===== src/hdl/hfp_pkg.sv =====
// Shared types and constants for the header/length/XOR frame parser.
// No dependencies; imported by hfp_core and header_frame_parser_xor_check.
package hfp_pkg;

	typedef struct packed {
		logic       kind;
		logic [7:0] rx_byte;
	} item_t;

	typedef struct packed {
		logic       payload_valid;
		logic [7:0] payload_byte;
		logic       payload_first;
		logic       frame_end;
		logic       frame_good;
		logic       timed_out;
	} result_t;

	localparam logic       KIND_BYTE = 1'b0;
	localparam logic       KIND_TICK = 1'b1;

	localparam logic [2:0] PH_IDLE = 3'd0;
	localparam logic [2:0] PH_N    = 3'd1;
	localparam logic [2:0] PH_E    = 3'd2;
	localparam logic [2:0] PH_R    = 3'd3;
	localparam logic [2:0] PH_LEN  = 3'd4;
	localparam logic [2:0] PH_TOK  = 3'd5;
	localparam logic [2:0] PH_PAY  = 3'd6;

	localparam logic [7:0] CH_U     = 8'h55;
	localparam logic [7:0] CH_N     = 8'h4E;
	localparam logic [7:0] CH_E     = 8'h45;
	localparam logic [7:0] CH_R     = 8'h52;
	localparam logic [7:0] CH_COLON = 8'h3A;

	// Fixed part of the checksum: header letters and ':'
	localparam logic [7:0] HDR_XOR = CH_U ^ CH_N ^ CH_E ^ CH_R ^ CH_COLON;

	localparam logic [7:0] RELOAD_RST = 8'd5;

endpackage


===== src/hdl/header_frame_parser_xor_check.sv =====
// Top level of the serial frame parser: input stage, config register, result stage.
// Depends on hfp_pkg and hfp_core.
//
//  channel   direction  handshake            payload
//  item      in         item_valid/stall     item_t   (kind, rx_byte)
//  result    out        result_valid/stall   result_t (payload and frame flags)
//  cfg       in         cfg_valid/ready      cfg_data (timeout reload, 8 bit)
//
// An item beat passes through the input register, then the parser step logic into the
// result register. One item per cycle sustained while result_stall stays low.
// arst_n clears the stage valids, the parser state and sets the reload to 5.
// A stalled result holds the result register; the input stage then fills and
// item_stall rises only once both stages hold a beat. cfg_ready is always high.
module header_frame_parser_xor_check import hfp_pkg::*; (
	input  logic       clk,
	input  logic       arst_n,
	input  logic       item_valid,
	output logic       item_stall,
	input  item_t      item,
	output logic       result_valid,
	input  logic       result_stall,
	output result_t    result,
	input  logic       cfg_valid,
	output logic       cfg_ready,
	input  logic [7:0] cfg_data
);

	logic       valid_s1;
	item_t      item_s1;
	logic [7:0] reload_q;
	logic       advance;
	logic       fire;
	result_t    step_res;

	assign cfg_ready  = 1'b1;
	assign advance    = !result_valid || !result_stall;
	assign fire       = valid_s1 && advance;
	assign item_stall = valid_s1 && !advance;

	always_ff @(posedge clk or negedge arst_n) begin
		if (!arst_n)
			reload_q <= RELOAD_RST;
		else if (cfg_valid && cfg_ready)
			reload_q <= cfg_data;
	end

	always_ff @(posedge clk or negedge arst_n) begin
		if (!arst_n) begin
			valid_s1 <= 1'b0;
		end else if (!item_stall) begin
			valid_s1 <= item_valid;
		end
	end

	always_ff @(posedge clk) begin
		if (!item_stall && item_valid)
			item_s1 <= item;
	end

	hfp_core u_core (
		.clk    (clk),
		.arst_n (arst_n),
		.fire   (fire),
		.item   (item_s1),
		.reload (reload_q),
		.res    (step_res)
	);

	always_ff @(posedge clk or negedge arst_n) begin
		if (!arst_n) begin
			result_valid <= 1'b0;
		end else if (advance) begin
			result_valid <= valid_s1;
		end
	end

	always_ff @(posedge clk) begin
		if (fire)
			result <= step_res;
	end

	// a stall toward the source only happens with both stages full
	a_stall_full: assert property (@(posedge clk) disable iff (!arst_n)
		item_stall |-> (valid_s1 && result_valid && result_stall))
		else $error("item_stall without a full pipeline");

	// at most one kind of event per result beat
	a_one_event: assert property (@(posedge clk) disable iff (!arst_n)
		result_valid |-> $onehot0({result.payload_valid, result.frame_end, result.timed_out}))
		else $error("result carries more than one event");

	a_good_end: assert property (@(posedge clk) disable iff (!arst_n)
		(result_valid && result.frame_good) |-> result.frame_end)
		else $error("frame_good without frame_end");

	// a stage-1 beat is never dropped: it either moves on or stays put
	a_s1_held: assert property (@(posedge clk) disable iff (!arst_n)
		(valid_s1 && !advance) |=> (valid_s1 && $stable(item_s1)))
		else $error("stalled input stage lost its beat");

endmodule


===== src/hdl/hfp_core.sv =====
// Parser state registers and the per-beat next-state / result logic.
// Depends on hfp_pkg.
module hfp_core import hfp_pkg::*; (
	input  logic       clk,
	input  logic       arst_n,
	input  logic       fire,
	input  item_t      item,
	input  logic [7:0] reload,
	output result_t    res
);

	logic [2:0] phase_q,  phase_d;
	logic [7:0] bytes_q,  bytes_d;
	logic [7:0] xor_q,    xor_d;
	logic [7:0] ticks_q,  ticks_d;
	logic       first_q,  first_d;

	logic [7:0] b;
	logic       hit_u;
	logic [7:0] ticks_dec;
	logic [7:0] bytes_dec;

	assign b         = item.rx_byte;
	assign hit_u     = (b == CH_U);
	assign ticks_dec = ticks_q - 8'd1;
	assign bytes_dec = bytes_q - 8'd1;

	always_comb begin
		phase_d = phase_q;
		bytes_d = bytes_q;
		xor_d   = xor_q;
		ticks_d = ticks_q;
		first_d = first_q;
		res     = '0;
		if (item.kind == KIND_TICK) begin
			if (phase_q != PH_IDLE) begin
				ticks_d = ticks_dec;
				if (ticks_dec == 8'd0) begin
					phase_d       = PH_IDLE;
					first_d       = 1'b0;
					res.timed_out = 1'b1;
				end
			end
		end else begin
			case (phase_q)
				PH_IDLE: begin
					if (hit_u) begin
						phase_d = PH_N;
						ticks_d = reload;
					end
				end
				PH_N: begin
					if (b == CH_N)
						phase_d = PH_E;
					else if (!hit_u)
						phase_d = PH_IDLE;
				end
				PH_E, PH_R, PH_TOK: begin
					if (phase_q == PH_E && b == CH_E) begin
						phase_d = PH_R;
					end else if (phase_q == PH_R && b == CH_R) begin
						phase_d = PH_LEN;
					end else if (phase_q == PH_TOK && b == CH_COLON) begin
						phase_d = PH_PAY;
						xor_d   = HDR_XOR ^ bytes_q;
						first_d = 1'b1;
					end else if (hit_u) begin
						// mismatch: the same byte is looked at again from idle
						phase_d = PH_N;
						ticks_d = reload;
					end else begin
						phase_d = PH_IDLE;
					end
				end
				PH_LEN: begin
					bytes_d = b;
					phase_d = PH_TOK;
				end
				PH_PAY: begin
					bytes_d = bytes_dec;
					if (bytes_dec != 8'd0) begin
						xor_d             = xor_q ^ b;
						res.payload_valid = 1'b1;
						res.payload_byte  = b;
						res.payload_first = first_q;
						first_d           = 1'b0;
					end else begin
						phase_d        = PH_IDLE;
						first_d        = 1'b0;
						res.frame_end  = 1'b1;
						res.frame_good = (b == xor_q);
					end
				end
				default: begin
					phase_d = PH_IDLE;
				end
			endcase
		end
	end

	always_ff @(posedge clk or negedge arst_n) begin
		if (!arst_n) begin
			phase_q <= PH_IDLE;
			bytes_q <= '0;
			xor_q   <= '0;
			ticks_q <= '0;
			first_q <= 1'b0;
		end else if (fire) begin
			phase_q <= phase_d;
			bytes_q <= bytes_d;
			xor_q   <= xor_d;
			ticks_q <= ticks_d;
			first_q <= first_d;
		end
	end

endmodule


===== config.mk =====
export PLATFORM = sky130hd
export DESIGN_NAME = header_frame_parser_xor_check
export DESIGN_NICKNAME = d
export VERILOG_FILES = /design/src/hdl/hfp_pkg.sv /design/src/hdl/header_frame_parser_xor_check.sv /design/src/hdl/hfp_core.sv
export SDC_FILE = /design/constraint.sdc
export NUM_CORES = 1
export LEC_CHECK = 0
export BUFFER_PORTS_ARGS = -buffer_cell sky130_fd_sc_hd__buf_2
export CORE_MARGIN = 8
export CORE_UTILIZATION = 60
export CTS_CLUSTER_SIZE = 16
export DETAILED_ROUTE_END_ITERATION = 10
export HOLD_SLACK_MARGIN = 0.1
export PLACE_DENSITY = 0.82
export SLEW_MARGIN = 10
export SYNTH_ARGS = -nofsm -noshare
export SYNTH_HDL_FRONTEND = slang
export SYNTH_HIERARCHICAL = 1
export SYNTH_SLANG_ARGS = --single-unit

===== constraint.sdc =====
create_clock -name clk -period 6.05 [get_ports clk]
set_input_delay 1.21 -clock clk [delete_from_list [all_inputs] [get_ports clk]]
set_output_delay 1.21 -clock clk [all_outputs]
set_load 0.01 [all_outputs]

Word-level counts from Yosys, hierarchy flattened. Index checks and enable logic that the tools add are counted.

Memories kept: 0. Bits of input ports: 22. Flip-flop bits (word level): 60. Word-level logic and storage cells: 112. Bits in read-only memories: 0. Latch bits: 0. Memory bits (writable): 0.

Shift-type cells: 0. Magnitude comparators: 0. Add/subtract/negate cells: 2. Equality and inequality tests: 25. Div/mod/pow operators: 0. Reduce and logical (&&, ||, !) cells: 29. Multiplexer cells: 35. Bitwise operators: 5. $mul: 0.

Operator list (count): two-way mux 8 bit (10); one-hot mux 8 bit (2 select lines) (3); == test 8 x 7 -> 1 bit (second input constant) (4); two-way mux 3 bit (10); subtractor 8 x 1 -> 8 bit (second input constant) (2); one-hot mux 3 bit (5 select lines) (1); AND reduction 7 bit (2); inequality test 3 bit (second input constant) (4); AND reduction 6 bit (2); two-way mux 10 bit (1); == test 3 bit (second input constant) (3); nonzero test 3 bit (3); OR reduction 3 bit (3); == test 8 x 6 -> 1 bit (second input constant) (1); == test 8 bit (1); zero test 8 bit (1); two-way mux 1 bit (8); inequality test 2 x 1 -> 1 bit (second input constant) (4); nonzero test 8 bit (1); XOR 8 bit (1); == test 3 x 2 -> 1 bit (second input constant) (2); logical AND 1 bit (6); inequality test 3 x 2 -> 1 bit (second input constant) (2); zero test 1 bit (4); other kinds (13) (17).

Logic depth before layout (Yosys ltp). Gate-level depths: netlist (run 1).

Word-level depth: 7. Mapped depth: 8. Depth with buffers taken out: 8.

Hierarchy. Netlist (run 1), hierarchy kept.

By module, submodules not included: hfp_core (sequential area each 700.7 um^2, cells each 280, instances 1, area each 2218.4 um^2); header_frame_parser_xor_check (sequential area each 913.4 um^2, cells each 49, instances 1, area each 1092.3 um^2).

Worst setup path after synthesis (run 1). No wires, ideal clock.

Path type: input-to-reg. Start point: input result_stall. End point: register u_core.xor_q[5]. Data arrival time: 3.553 ns. Setup time: 0.087 ns. Setup slack: 2.410 ns. Buffers on the path: 1. Stages: 7. Cells stage by stage: a21boi_0 nor2b_1 o21ai_0 a21oi_1 buf_4 o21ai_0 a22oi_1.

Longest elaborated chain between the ends: 4.

RTL lines: start, declared (RTL line header_frame_parser_xor_check.sv:21) `input logic result_stall,`; zero test 1 bit (RTL line header_frame_parser_xor_check.sv:36) `assign advance = !result_valid || !result_stall;`; logical OR 1 bit (RTL line header_frame_parser_xor_check.sv:36); logical AND 1 bit (RTL line header_frame_parser_xor_check.sv:37) `assign fire = valid_s1 && advance;`; AND reduction 7 bit (no source line); end signal, assigned (RTL line hfp_core.sv:111) `xor_q <= xor_d;`; end, declared (RTL line hfp_core.sv:14) `logic [7:0] xor_q, xor_d;`.

Every way passes these cells. A chain may end at the register's enable or synchronous reset.

Worst setup path in the final report (run 1).
Start point: register u_core.phase_q[1]. End point: register u_core.phase_q[2].

Longest elaborated chain between the ends: 7.

RTL lines: start, declared (RTL line hfp_core.sv:12) `logic [2:0] phase_q, phase_d;`; start signal, assigned (RTL line hfp_core.sv:109) `phase_q <= phase_d;`; == test 3 bit (RTL line hfp_core.sv:45, hfp_core.sv:63); logical AND 1 bit (RTL line hfp_core.sv:63) `end else if (phase_q == PH_TOK && b == CH_COLON) begin`; two-way mux 3 bit (RTL line hfp_core.sv:63); two-way mux 3 bit (RTL line hfp_core.sv:61) `end else if (phase_q == PH_R && b == CH_R) begin`; two-way mux 3 bit (RTL line hfp_core.sv:59) `if (phase_q == PH_E && b == CH_E) begin`; one-hot mux 3 bit (5 select lines) (RTL line hfp_core.sv:45) `case (phase_q)`; two-way mux 3 bit (RTL line hfp_core.sv:35) `if (item.kind == KIND_TICK) begin`.

Several ways; a longest one is shown, not always the timed one.

==> results.toml, run 1 <==
[worst_setup_path]
r2r-start = "u_core/phase_q[1]$_DFFE_PN0P_"
cp.required_ps = 6260
crit_buf_inv = 0
crit_path_cell_trace = "nand2_1 > a311oi_1 > a21oi_1 > nand3_2 > mux2_1"
r2r_setup_slack_ps = 2940
end_kind = "flop"
crit_path_max_fanout = 20
worstPathArrival_ps = 3320
critPathMaxStageDelay_ps = 1040
critPathLaunch = "u_core/phase_q[1]$_DFFE_PN0P_"
crit_type = "reg2reg"
path_delay_family = "compound AO/OA/AOI/OAI gates"
crit_path_start_kind = "flop"
cp_slowest_cell = "a311oi_1"

[global_routing]
grtUsageMet2_pct = 24.8
grt_max_degree = 39
grt_first_pass_wirelength_microns = 11500
grt_use_total_pct = 17.1
grt_pass1_vias = 2392
grt_antenna_before_repair = 0
met3_usage_pct = 5.40
use_met1_pct = 22.9
grt_overflow = 0
grt_busiest_layer = "met2"

[clock_network]
hold_buffers = 0
htree_levels = 3
cts_tree = "yes"
path_clk_slew_ps = 60
clock-sinks = 60
clk_latency_ps = 330
clock_tree.root_cell = "clkbuf_8"
post-cts-setup-buffers = 0
ctsResizeCount = 0
numCtsBuffers = 9
cts.path.max_buffers = 2

[sta]
setup_viol = 0
rsz0062_at_grt = "false"
hold_viol_final = 0
relSlewSlack_pct = 22.0
fin_tns_setup_ps = 0
finClkSkew_ps = 8.51
slew_viol_final = 0
timing.final.crit_share_pct = 51.4
final.min_clock_period_ps = 3110
fmax_mhz = 322
worst_pin_slew_ps = 1170

[layout]
area_growth_pct = 10.5
most-common-layout-cells = "36 x buf_2, 36 x dfrtp_1, 27 x nand2_1, 27 x o21ai_0, 22 x edfxtp_1"
num-fill-cells = 423
antenna_cells = 0
nets = 381
drive_gt1_share_pct = 19.7

[synth]
synth_warnings = 6
syn_nets = 355
netlist_area_sq_um = 3310
synth-seq-cells = 60
synthCells = 329
seq_area_frac_synth_pct = 48.8
yosysUniqueCellTypes = 59
synth_edf_count = 22
synth_ff_type = "dfrtp_1"
avgSynthCellArea_sq_um = 10.1
ys_async_sr_fraction_pct = 63.3

[worst_hold_path]
hold_path_class = "reg2reg"
worstHoldStart = "valid_s1$_DFFE_PN0N_"

[floorplanning]
die_area_sq_um = 8150
core-area_sq_um = 5410
die_w_microns = 90.3
dieHeight_microns = 90.3
start_util_pct = 61.2
pin_count = 38
rows = 27

[routing]
totalWireLength_microns = 6780
via_per_inst = 6.08
first_iter_violations = 383
antenna_left = 0
dr.pass1.iters = 5
via_count = 2627
routedWlPerCell_microns = 15.7
drc = 0

[power]
power.switching_uw = 356
power.total_uw = 1170
clkPwrFrac_pct = 32.3
seq_power_share_pct = 46.3
leakage_uw = 0.00153
power_density_nw_per_um2 = 321
swShare_pct = 30.3
intPower_uw = 818
irDropWorstVdd_uv = 214
pwr-share-comb_pct = 21.4

[place]
io_buffers = 36
place.gp.congestion = 0.826
dpl.hpwl_microns = 4450

[job]
drv_cap = 0

[status]
outcome = "completed"
-- flip-flops by register name, indices dropped and copies added (netlist names) --
register,cells
result,13
item_s1,9
reload_q,8
u_core/bytes_q,8
u_core/ticks_q,8
u_core/xor_q,8
u_core/phase_q,3
result_valid,1
u_core/first_q,1
valid_s1,1
-- routing by layer --
| metal | vias up | part of all wire, % |
|---|---|---|
| li1 | 1236 | - |
| met1 | 1231 | 45 |
| met2 | 143 | 44 |
| met3 | 17 | 9.3 |
| met4 | 0 | 1.7 |
| met5 | - | 0 |
-- worst reg2reg max path, cell delays in order, from the launching register on --
cell,delay (ps)
dfrtp_1,730
nand2_1,570
a311oi_1,1040
a21oi_1,150
nand3_2,170
mux2_1,340
-- per-stage QoR --
step                cells  area (sq um)  hold slack (ps)  worst slack (ps)  utilization [%]
global route          432          3660              513              2650             67.7
finish                432          3660              480              2940             67.7
global placement      416          3450              459              2930             63.8
CTS                   432          3660              484              2970             67.7
floorplan             329          3310              442              2410                -
detailed placement    416          3450              469              2830             63.8
-- final timing paths --
check,to,cells after the start
hold reg to reg,result_valid$_DFFE_PN0P_,1
setup reg to reg,u_core/phase_q[2]$_DFFE_PN0P_,5
hold / removal,result_valid$_DFFE_PN0P_,1
min in group asynchronous,reload_q[5]$_DFFE_PN0P_,1
max in group asynchronous,u_core/first_q$_DFFE_PN0P_,1
setup / recovery,u_core/phase_q[2]$_DFFE_PN0P_,5
-- layout make-up --
class                      instances  area (sq um)  area share (%)
clock buffer                      11           131            3.59
clock inverter                     5          76.3            2.09
inverter                          17          63.8            1.74
multi-input combinational        230          1500            40.9
sequential                        60          1610            44.1
tap                               72          90.1            2.46
timing repair buffer              37           188            5.13
-- power by group through the flow --
stage               clock [uW]  combinational, uW  sequential [uW]
global route               401                284              551
CTS                        384                249              540
floorplan                    0                234              515
global placement             0                241              546
finish                     379                251              544
detailed placement           0                246              548
-- synth_stat cells, types with 9 or more instances --
library cell   n  area (sq um)
xor2_1        12           105
nand2_1       27           101
clkbuf_1      13          48.8
nor2_1        20          75.1
nor3_1         9          45.0
edfxtp_1      22           661
o21ai_0       27           135
and2_1        11          68.8
dfrtp_1       36           901
nand3_1       20           100
a21oi_1       16          80.1
inv_1         16          60.1
-- cells by family after synthesis --
group | Yosys count | share of synthesized area, %
muxes | 11 | 4.61
AOI/OAI and AO/OA | 89 | 17.8
xor gates and xnor gates | 15 | 3.97
other | 1 | 0.113
DFF | 60 | 48.8
adders and majority gates | 4 | 1.51
and+or+nand+nor | 110 | 17.2
buffers and inverters | 39 | 6.08
No activity file was read; power rests on OpenSTA's default activity.
==> run 2, diff against run 1 <==
Settings changed: CORE_UTILIZATION 60 to 53, PLACE_DENSITY 0.82 to 0.76.
Clock period 6.05 ns to 2.6 ns, I/O delays scaled along.
==> results.toml, run 2 (synthesized netlist as in run 1, its figures left out) <==
[status]
outcome = "completed"

[place]
dpl_cell_area_sq_um = 3560
dpl.hpwl_microns = 5090
place.gp.congestion = 0.875
io_buffers = 36
dpl.cell_count = 431
place_ws_ps = 297

[clock_network]
cts.path.max_buffers = 2
post-cts-setup-buffers = 0
ctsResizeCount = 0
htree_levels = 3
path_clk_slew_ps = 60
clk_latency_ps = 340
clock_tree.root_cell = "clkbuf_8"
hold_buffers = 0
clock-sinks = 60
numCtsBuffers = 9
cts_tree = "yes"

[power]
clkPwrFrac_pct = 28.8
irDropWorstVdd_uv = 422
power.total_uw = 2660
leakage_uw = 0.00159
seq_power_share_pct = 47.5
pwr-share-comb_pct = 23.7
intPower_uw = 1810
swShare_pct = 32.1
power_density_nw_per_um2 = 712
power.switching_uw = 854

[global_routing]
grt_first_pass_wirelength_microns = 12100
grt_pass1_vias = 2514
grt_use_total_pct = 17.1
grt_overflow = 0
grt_antenna_before_repair = 0
grt_max_degree = 39

[layout]
reg_top3 = "result (13), item_s1 (9)"
layout.cells.non_filler = 447
antenna_cells = 0
top_register = "result"
final_area_sq_um = 3740
nets = 393
drive_gt1_share_pct = 22.3
most-common-layout-cells = "36 x buf_2, 36 x dfrtp_1, 27 x nand2_1, 27 x o21ai_0, 22 x edfxtp_1"
area_growth_pct = 12.9
largest_reg_flops = 13

[routing]
drc = 0
via_per_inst = 5.94
antenna_left = 0
first_iter_violations = 276
totalWireLength_microns = 7290
routedWlPerCell_microns = 16.3
dr.pass1.iters = 5
via_count = 2656

[sta]
final.min_clock_period_ps = 2350
setup_viol = 0
fin_tns_setup_ps = 0
worst_pin_slew_ps = 866
fmax_mhz = 426
fin_ws_ps = 251
rsz0062_at_grt = "false"
slew_viol_final = 0
hold_viol_final = 0
timing.final.crit_share_pct = 90.3
finClkSkew_ps = 11.3
relSlewSlack_pct = 42.3

[worst_setup_path]
crit_path_max_fanout = 8
crit_path_cell_trace = "inv_1 > ha_1 > nor3b_1 > xor2_1 > o41ai_2 > nand3_2 > mux2_1"
cp_slowest_cell = "dfrtp_1"
crit_type = "reg2reg"
worstPathArrival_ps = 2570
cp.required_ps = 2820
crit_path_start_kind = "flop"
end_kind = "flop"
critPathMaxStageDelay_ps = 470

[floorplanning]
die_w_microns = 95.0
die_area_sq_um = 9030
start_util_pct = 55.3
pin_count = 38
core-area_sq_um = 5990
rows = 28
dieHeight_microns = 95.0

[worst_hold_path]
hold_path_class = "in2async"

[job]
drv_cap = 0
[run 2: power by group through the flow]
stage | registers (uW) | logic (uW) | clock network [uW]
global placement | 1260 | 606 | 0
floorplan | 1200 | 544 | 0
finish | 1260 | 630 | 768
detailed placement | 1270 | 620 | 0
global route | 1280 | 696 | 828
CTS | 1260 | 624 | 785
[run 2: path summary, 6_finish.rpt]
| check | from | cells after the start | endpoint | slack (ps) |
|---|---|---|---|---|
| setup / recovery | u_core/ticks_q[0]$_DFFE_PN0P_ | 7 | u_core/phase_q[1]$_DFFE_PN0P_ | 250 |
| hold / removal | arst_n | 1 | reload_q[4]$_DFFE_PN0P_ | 290 |
| setup reg to reg | u_core/ticks_q[0]$_DFFE_PN0P_ | 7 | u_core/phase_q[1]$_DFFE_PN0P_ | 250 |
| hold reg to reg | valid_s1$_DFFE_PN0N_ | 1 | result_valid$_DFFE_PN0P_ | 480 |
| max in group asynchronous | arst_n | 1 | u_core/bytes_q[4]$_DFFE_PN0P_ | 1770 |
| min in group clk | item[3] | 1 | item_s1[3]$_DFFE_PP_ | 350 |
[run 2: metrics by stage]
| stage | hold slack (ps) | utilization (%) |
|---|---|---|
| 6_report | 294 | 62.4 |
| 5_1_grt | 341 | 62.4 |
| 2_1_floorplan | 224 | - |
| 3_3_place_gp | 452 | 59.4 |
| 3_5_place_dp | 462 | 59.4 |
| 4_1_cts | 308 | 62.4 |
[run 2: worst max-delay path: cells and delay by family, from the launching register on]
family / cells / cell delay [ps]
xor gates and xnor gates: 1 / 140
DFF: 1 / 470
adders and majority gates: 1 / 280
muxes: 1 / 330
AOI/OAI and AO/OA: 1 / 400
buffers and inverters: 1 / 130
and+or+nand+nor: 2 / 480
[run 2: cell type report]
cell class                      count  area (sq um)
Clock buffer                       14           173
Clock inverter                      2          8.76
Fill cell                         505          2250
Inverter                           17          63.8
Multi-Input combinational cell    230          1500
Sequential cell                    60          1610
Tap cell                           75          93.8
Timing Repair Buffer               49           290
[run 2: metal layers]
metal	share of wire (%)	track usage, %	up-vias
met5	0	0	-
met3	7.0	3.54	17
met4	2.0	8.84	0
met1	47	23.2	1257
met2	44	25.1	119
li1	-	-	1263
==> run 3, diff against run 2 <==
Settings changed: CELL_PAD_IN_SITES_DETAIL_PLACEMENT set to 1, CELL_PAD_IN_SITES_GLOBAL_PLACEMENT set to 1, CORE_UTILIZATION 53 to 41, HOLD_SLACK_MARGIN 0.1 to unset, PLACE_DENSITY 0.76 to unset, PLACE_DENSITY_LB_ADDON set to 0.1.
==> results.toml, run 3 (synthesized netlist as in run 1, its figures left out) <==
[worst_setup_path]
crit_path_max_fanout = 7
cp_slowest_cell = "dfrtp_1"
crit_path_cell_trace = "inv_1 > ha_1 > nor3b_1 > xor2_1 > o41ai_2 > nand3_2 > mux2_1"
cp.required_ps = 2820
crit_type = "reg2reg"
end_kind = "flop"
critPathMaxStageDelay_ps = 450
worstPathArrival_ps = 2620
crit_path_start_kind = "flop"

[layout]
most-common-layout-cells = "36 x buf_2, 36 x dfrtp_1, 27 x nand2_1, 27 x o21ai_0, 22 x edfxtp_1"
antenna_cells = 0
nets = 399
drive_gt1_share_pct = 24.1
largest_reg_flops = 13
area_growth_pct = 15.1
top_register = "result"
num-fill-cells = 900
reg_top3 = "result (13), item_s1 (9)"

[global_routing]
grt_use_total_pct = 15.5
met3_usage_pct = 4.45
use_met1_pct = 21.8
grtUsageMet2_pct = 22.2
grt_pass1_vias = 2818
grt_max_degree = 39
grt_first_pass_wirelength_microns = 14200
grt_busiest_layer = "met2"
grt_overflow = 0
grt_antenna_before_repair = 0

[clock_network]
clk_latency_ps = 340
clock_tree.root_cell = "clkbuf_8"
clock-sinks = 60
hold_buffers = 0
path_clk_slew_ps = 70
htree_levels = 3
cts_tree = "yes"
ctsResizeCount = 0
numCtsBuffers = 9
post-cts-setup-buffers = 0
cts.path.max_buffers = 2

[status]
outcome = "completed"

[floorplanning]
core-area_sq_um = 7770
die_w_microns = 106
die_area_sq_um = 11200
dieHeight_microns = 106
start_util_pct = 42.6
pin_count = 38
rows = 32

[routing]
routedWlPerCell_microns = 17.3
drc = 0
dr.pass1.iters = 4
antenna_left = 0
first_iter_violations = 83
via_per_inst = 5.46
totalWireLength_microns = 8290
via_count = 2622

[job]
drv_cap = 0

[sta]
relSlewSlack_pct = 38.5
setup_viol = 0
fmax_mhz = 417
fin_tns_setup_ps = 0
slew_viol_final = 0
worst_pin_slew_ps = 922
final.min_clock_period_ps = 2400
timing.final.crit_share_pct = 92.3
finClkSkew_ps = 8.00
rsz0062_at_grt = "false"
hold_viol_final = 0

[power]
power_density_nw_per_um2 = 725
leakage_uw = 0.00162
irDropWorstVdd_uv = 305
power.total_uw = 2760

[place]
dpl.hpwl_microns = 6080
place.gp.congestion = 0.791
io_buffers = 36

[worst_hold_path]
hold_path_class = "in2async"
## run 3: cell count changes in the layout (fill, tap and decap cells not counted)
cell / previous run / this run
a21boi_1: 1 / 0
buf_4: 12 / 19
bufinv_16: 0 / 1
a21boi_2: 0 / 1
buf_12: 1 / 0
clkbuf_8: 12 / 9
clkinv_1: 2 / 1
clkinvlp_4: 0 / 1
clkinv_2: 1 / 3
## run 3: worst max-delay path, delay by kind of cell, from the launching register on
| kind | cells | cell delay, ps |
|---|---|---|
| buffers and inverters | 1 | 120 |
| XOR/XNOR | 1 | 150 |
| AND/OR/NAND/NOR | 2 | 520 |
| adder cells (fa/ha/maj) | 1 | 270 |
| multiplexers | 1 | 340 |
| AO/OA/AOI/OAI | 1 | 430 |
| flip-flops | 1 | 450 |
## run 3: cell type report
cell class              count  area, sq um  area share, %
multi-input cells         230         1500           39.3
repair buffers             55          323           8.47
inverters                  17         63.8           1.67
clock buffers              11          131           3.45
clock inverters             5         52.6           1.38
well taps                 102          128           3.35
flip-flops and latches     60         1610           42.4
## run 3: worst paths after layout
kind	start	slack, ps	cells past startpoint	to
setup / recovery	u_core/ticks_q[1]$_DFFE_PN0P_	200	7	u_core/phase_q[2]$_DFFE_PN0P_
hold / removal	arst_n	310	1	u_core/ticks_q[0]$_DFFE_PN0P_
max in group asynchronous	arst_n	1710	1	u_core/xor_q[0]$_DFFE_PN0P_
setup reg to reg	u_core/ticks_q[1]$_DFFE_PN0P_	200	7	u_core/phase_q[2]$_DFFE_PN0P_
min in group clk	item[8]	350	1	item_s1[8]$_DFFE_PP_
hold reg to reg	valid_s1$_DFFE_PN0N_	490	1	result_valid$_DFFE_PN0P_
## run 3: report_power, final
part           switching (uW)  internal (uW)  total, uW
registers                 138           1090       1220
logic                     395            327        722
clock network             380            438        818
## run 3: per-stage QoR
stage | worst slack [ps] | hold WS [ps] | utilization (%) | instances | instance area [sq um]
finish | 201 | 314 | 49.1 | 480 | 3810
global route | 5.22 | 333 | 49.1 | 480 | 3810
CTS | 215 | 334 | 49.1 | 480 | 3810
detailed placement | 243 | 473 | 46.7 | 464 | 3630
global placement | 326 | 460 | 46.7 | 464 | 3630
floorplan | 145 | 224 | - | 329 | 3310
## run 3: metal layers
metal	share of wire [%]	vias to the layer above
met5	0	-
met4	1.0	0
met1	52	1298
li1	-	1271
met2	42	46
met3	4.3	7
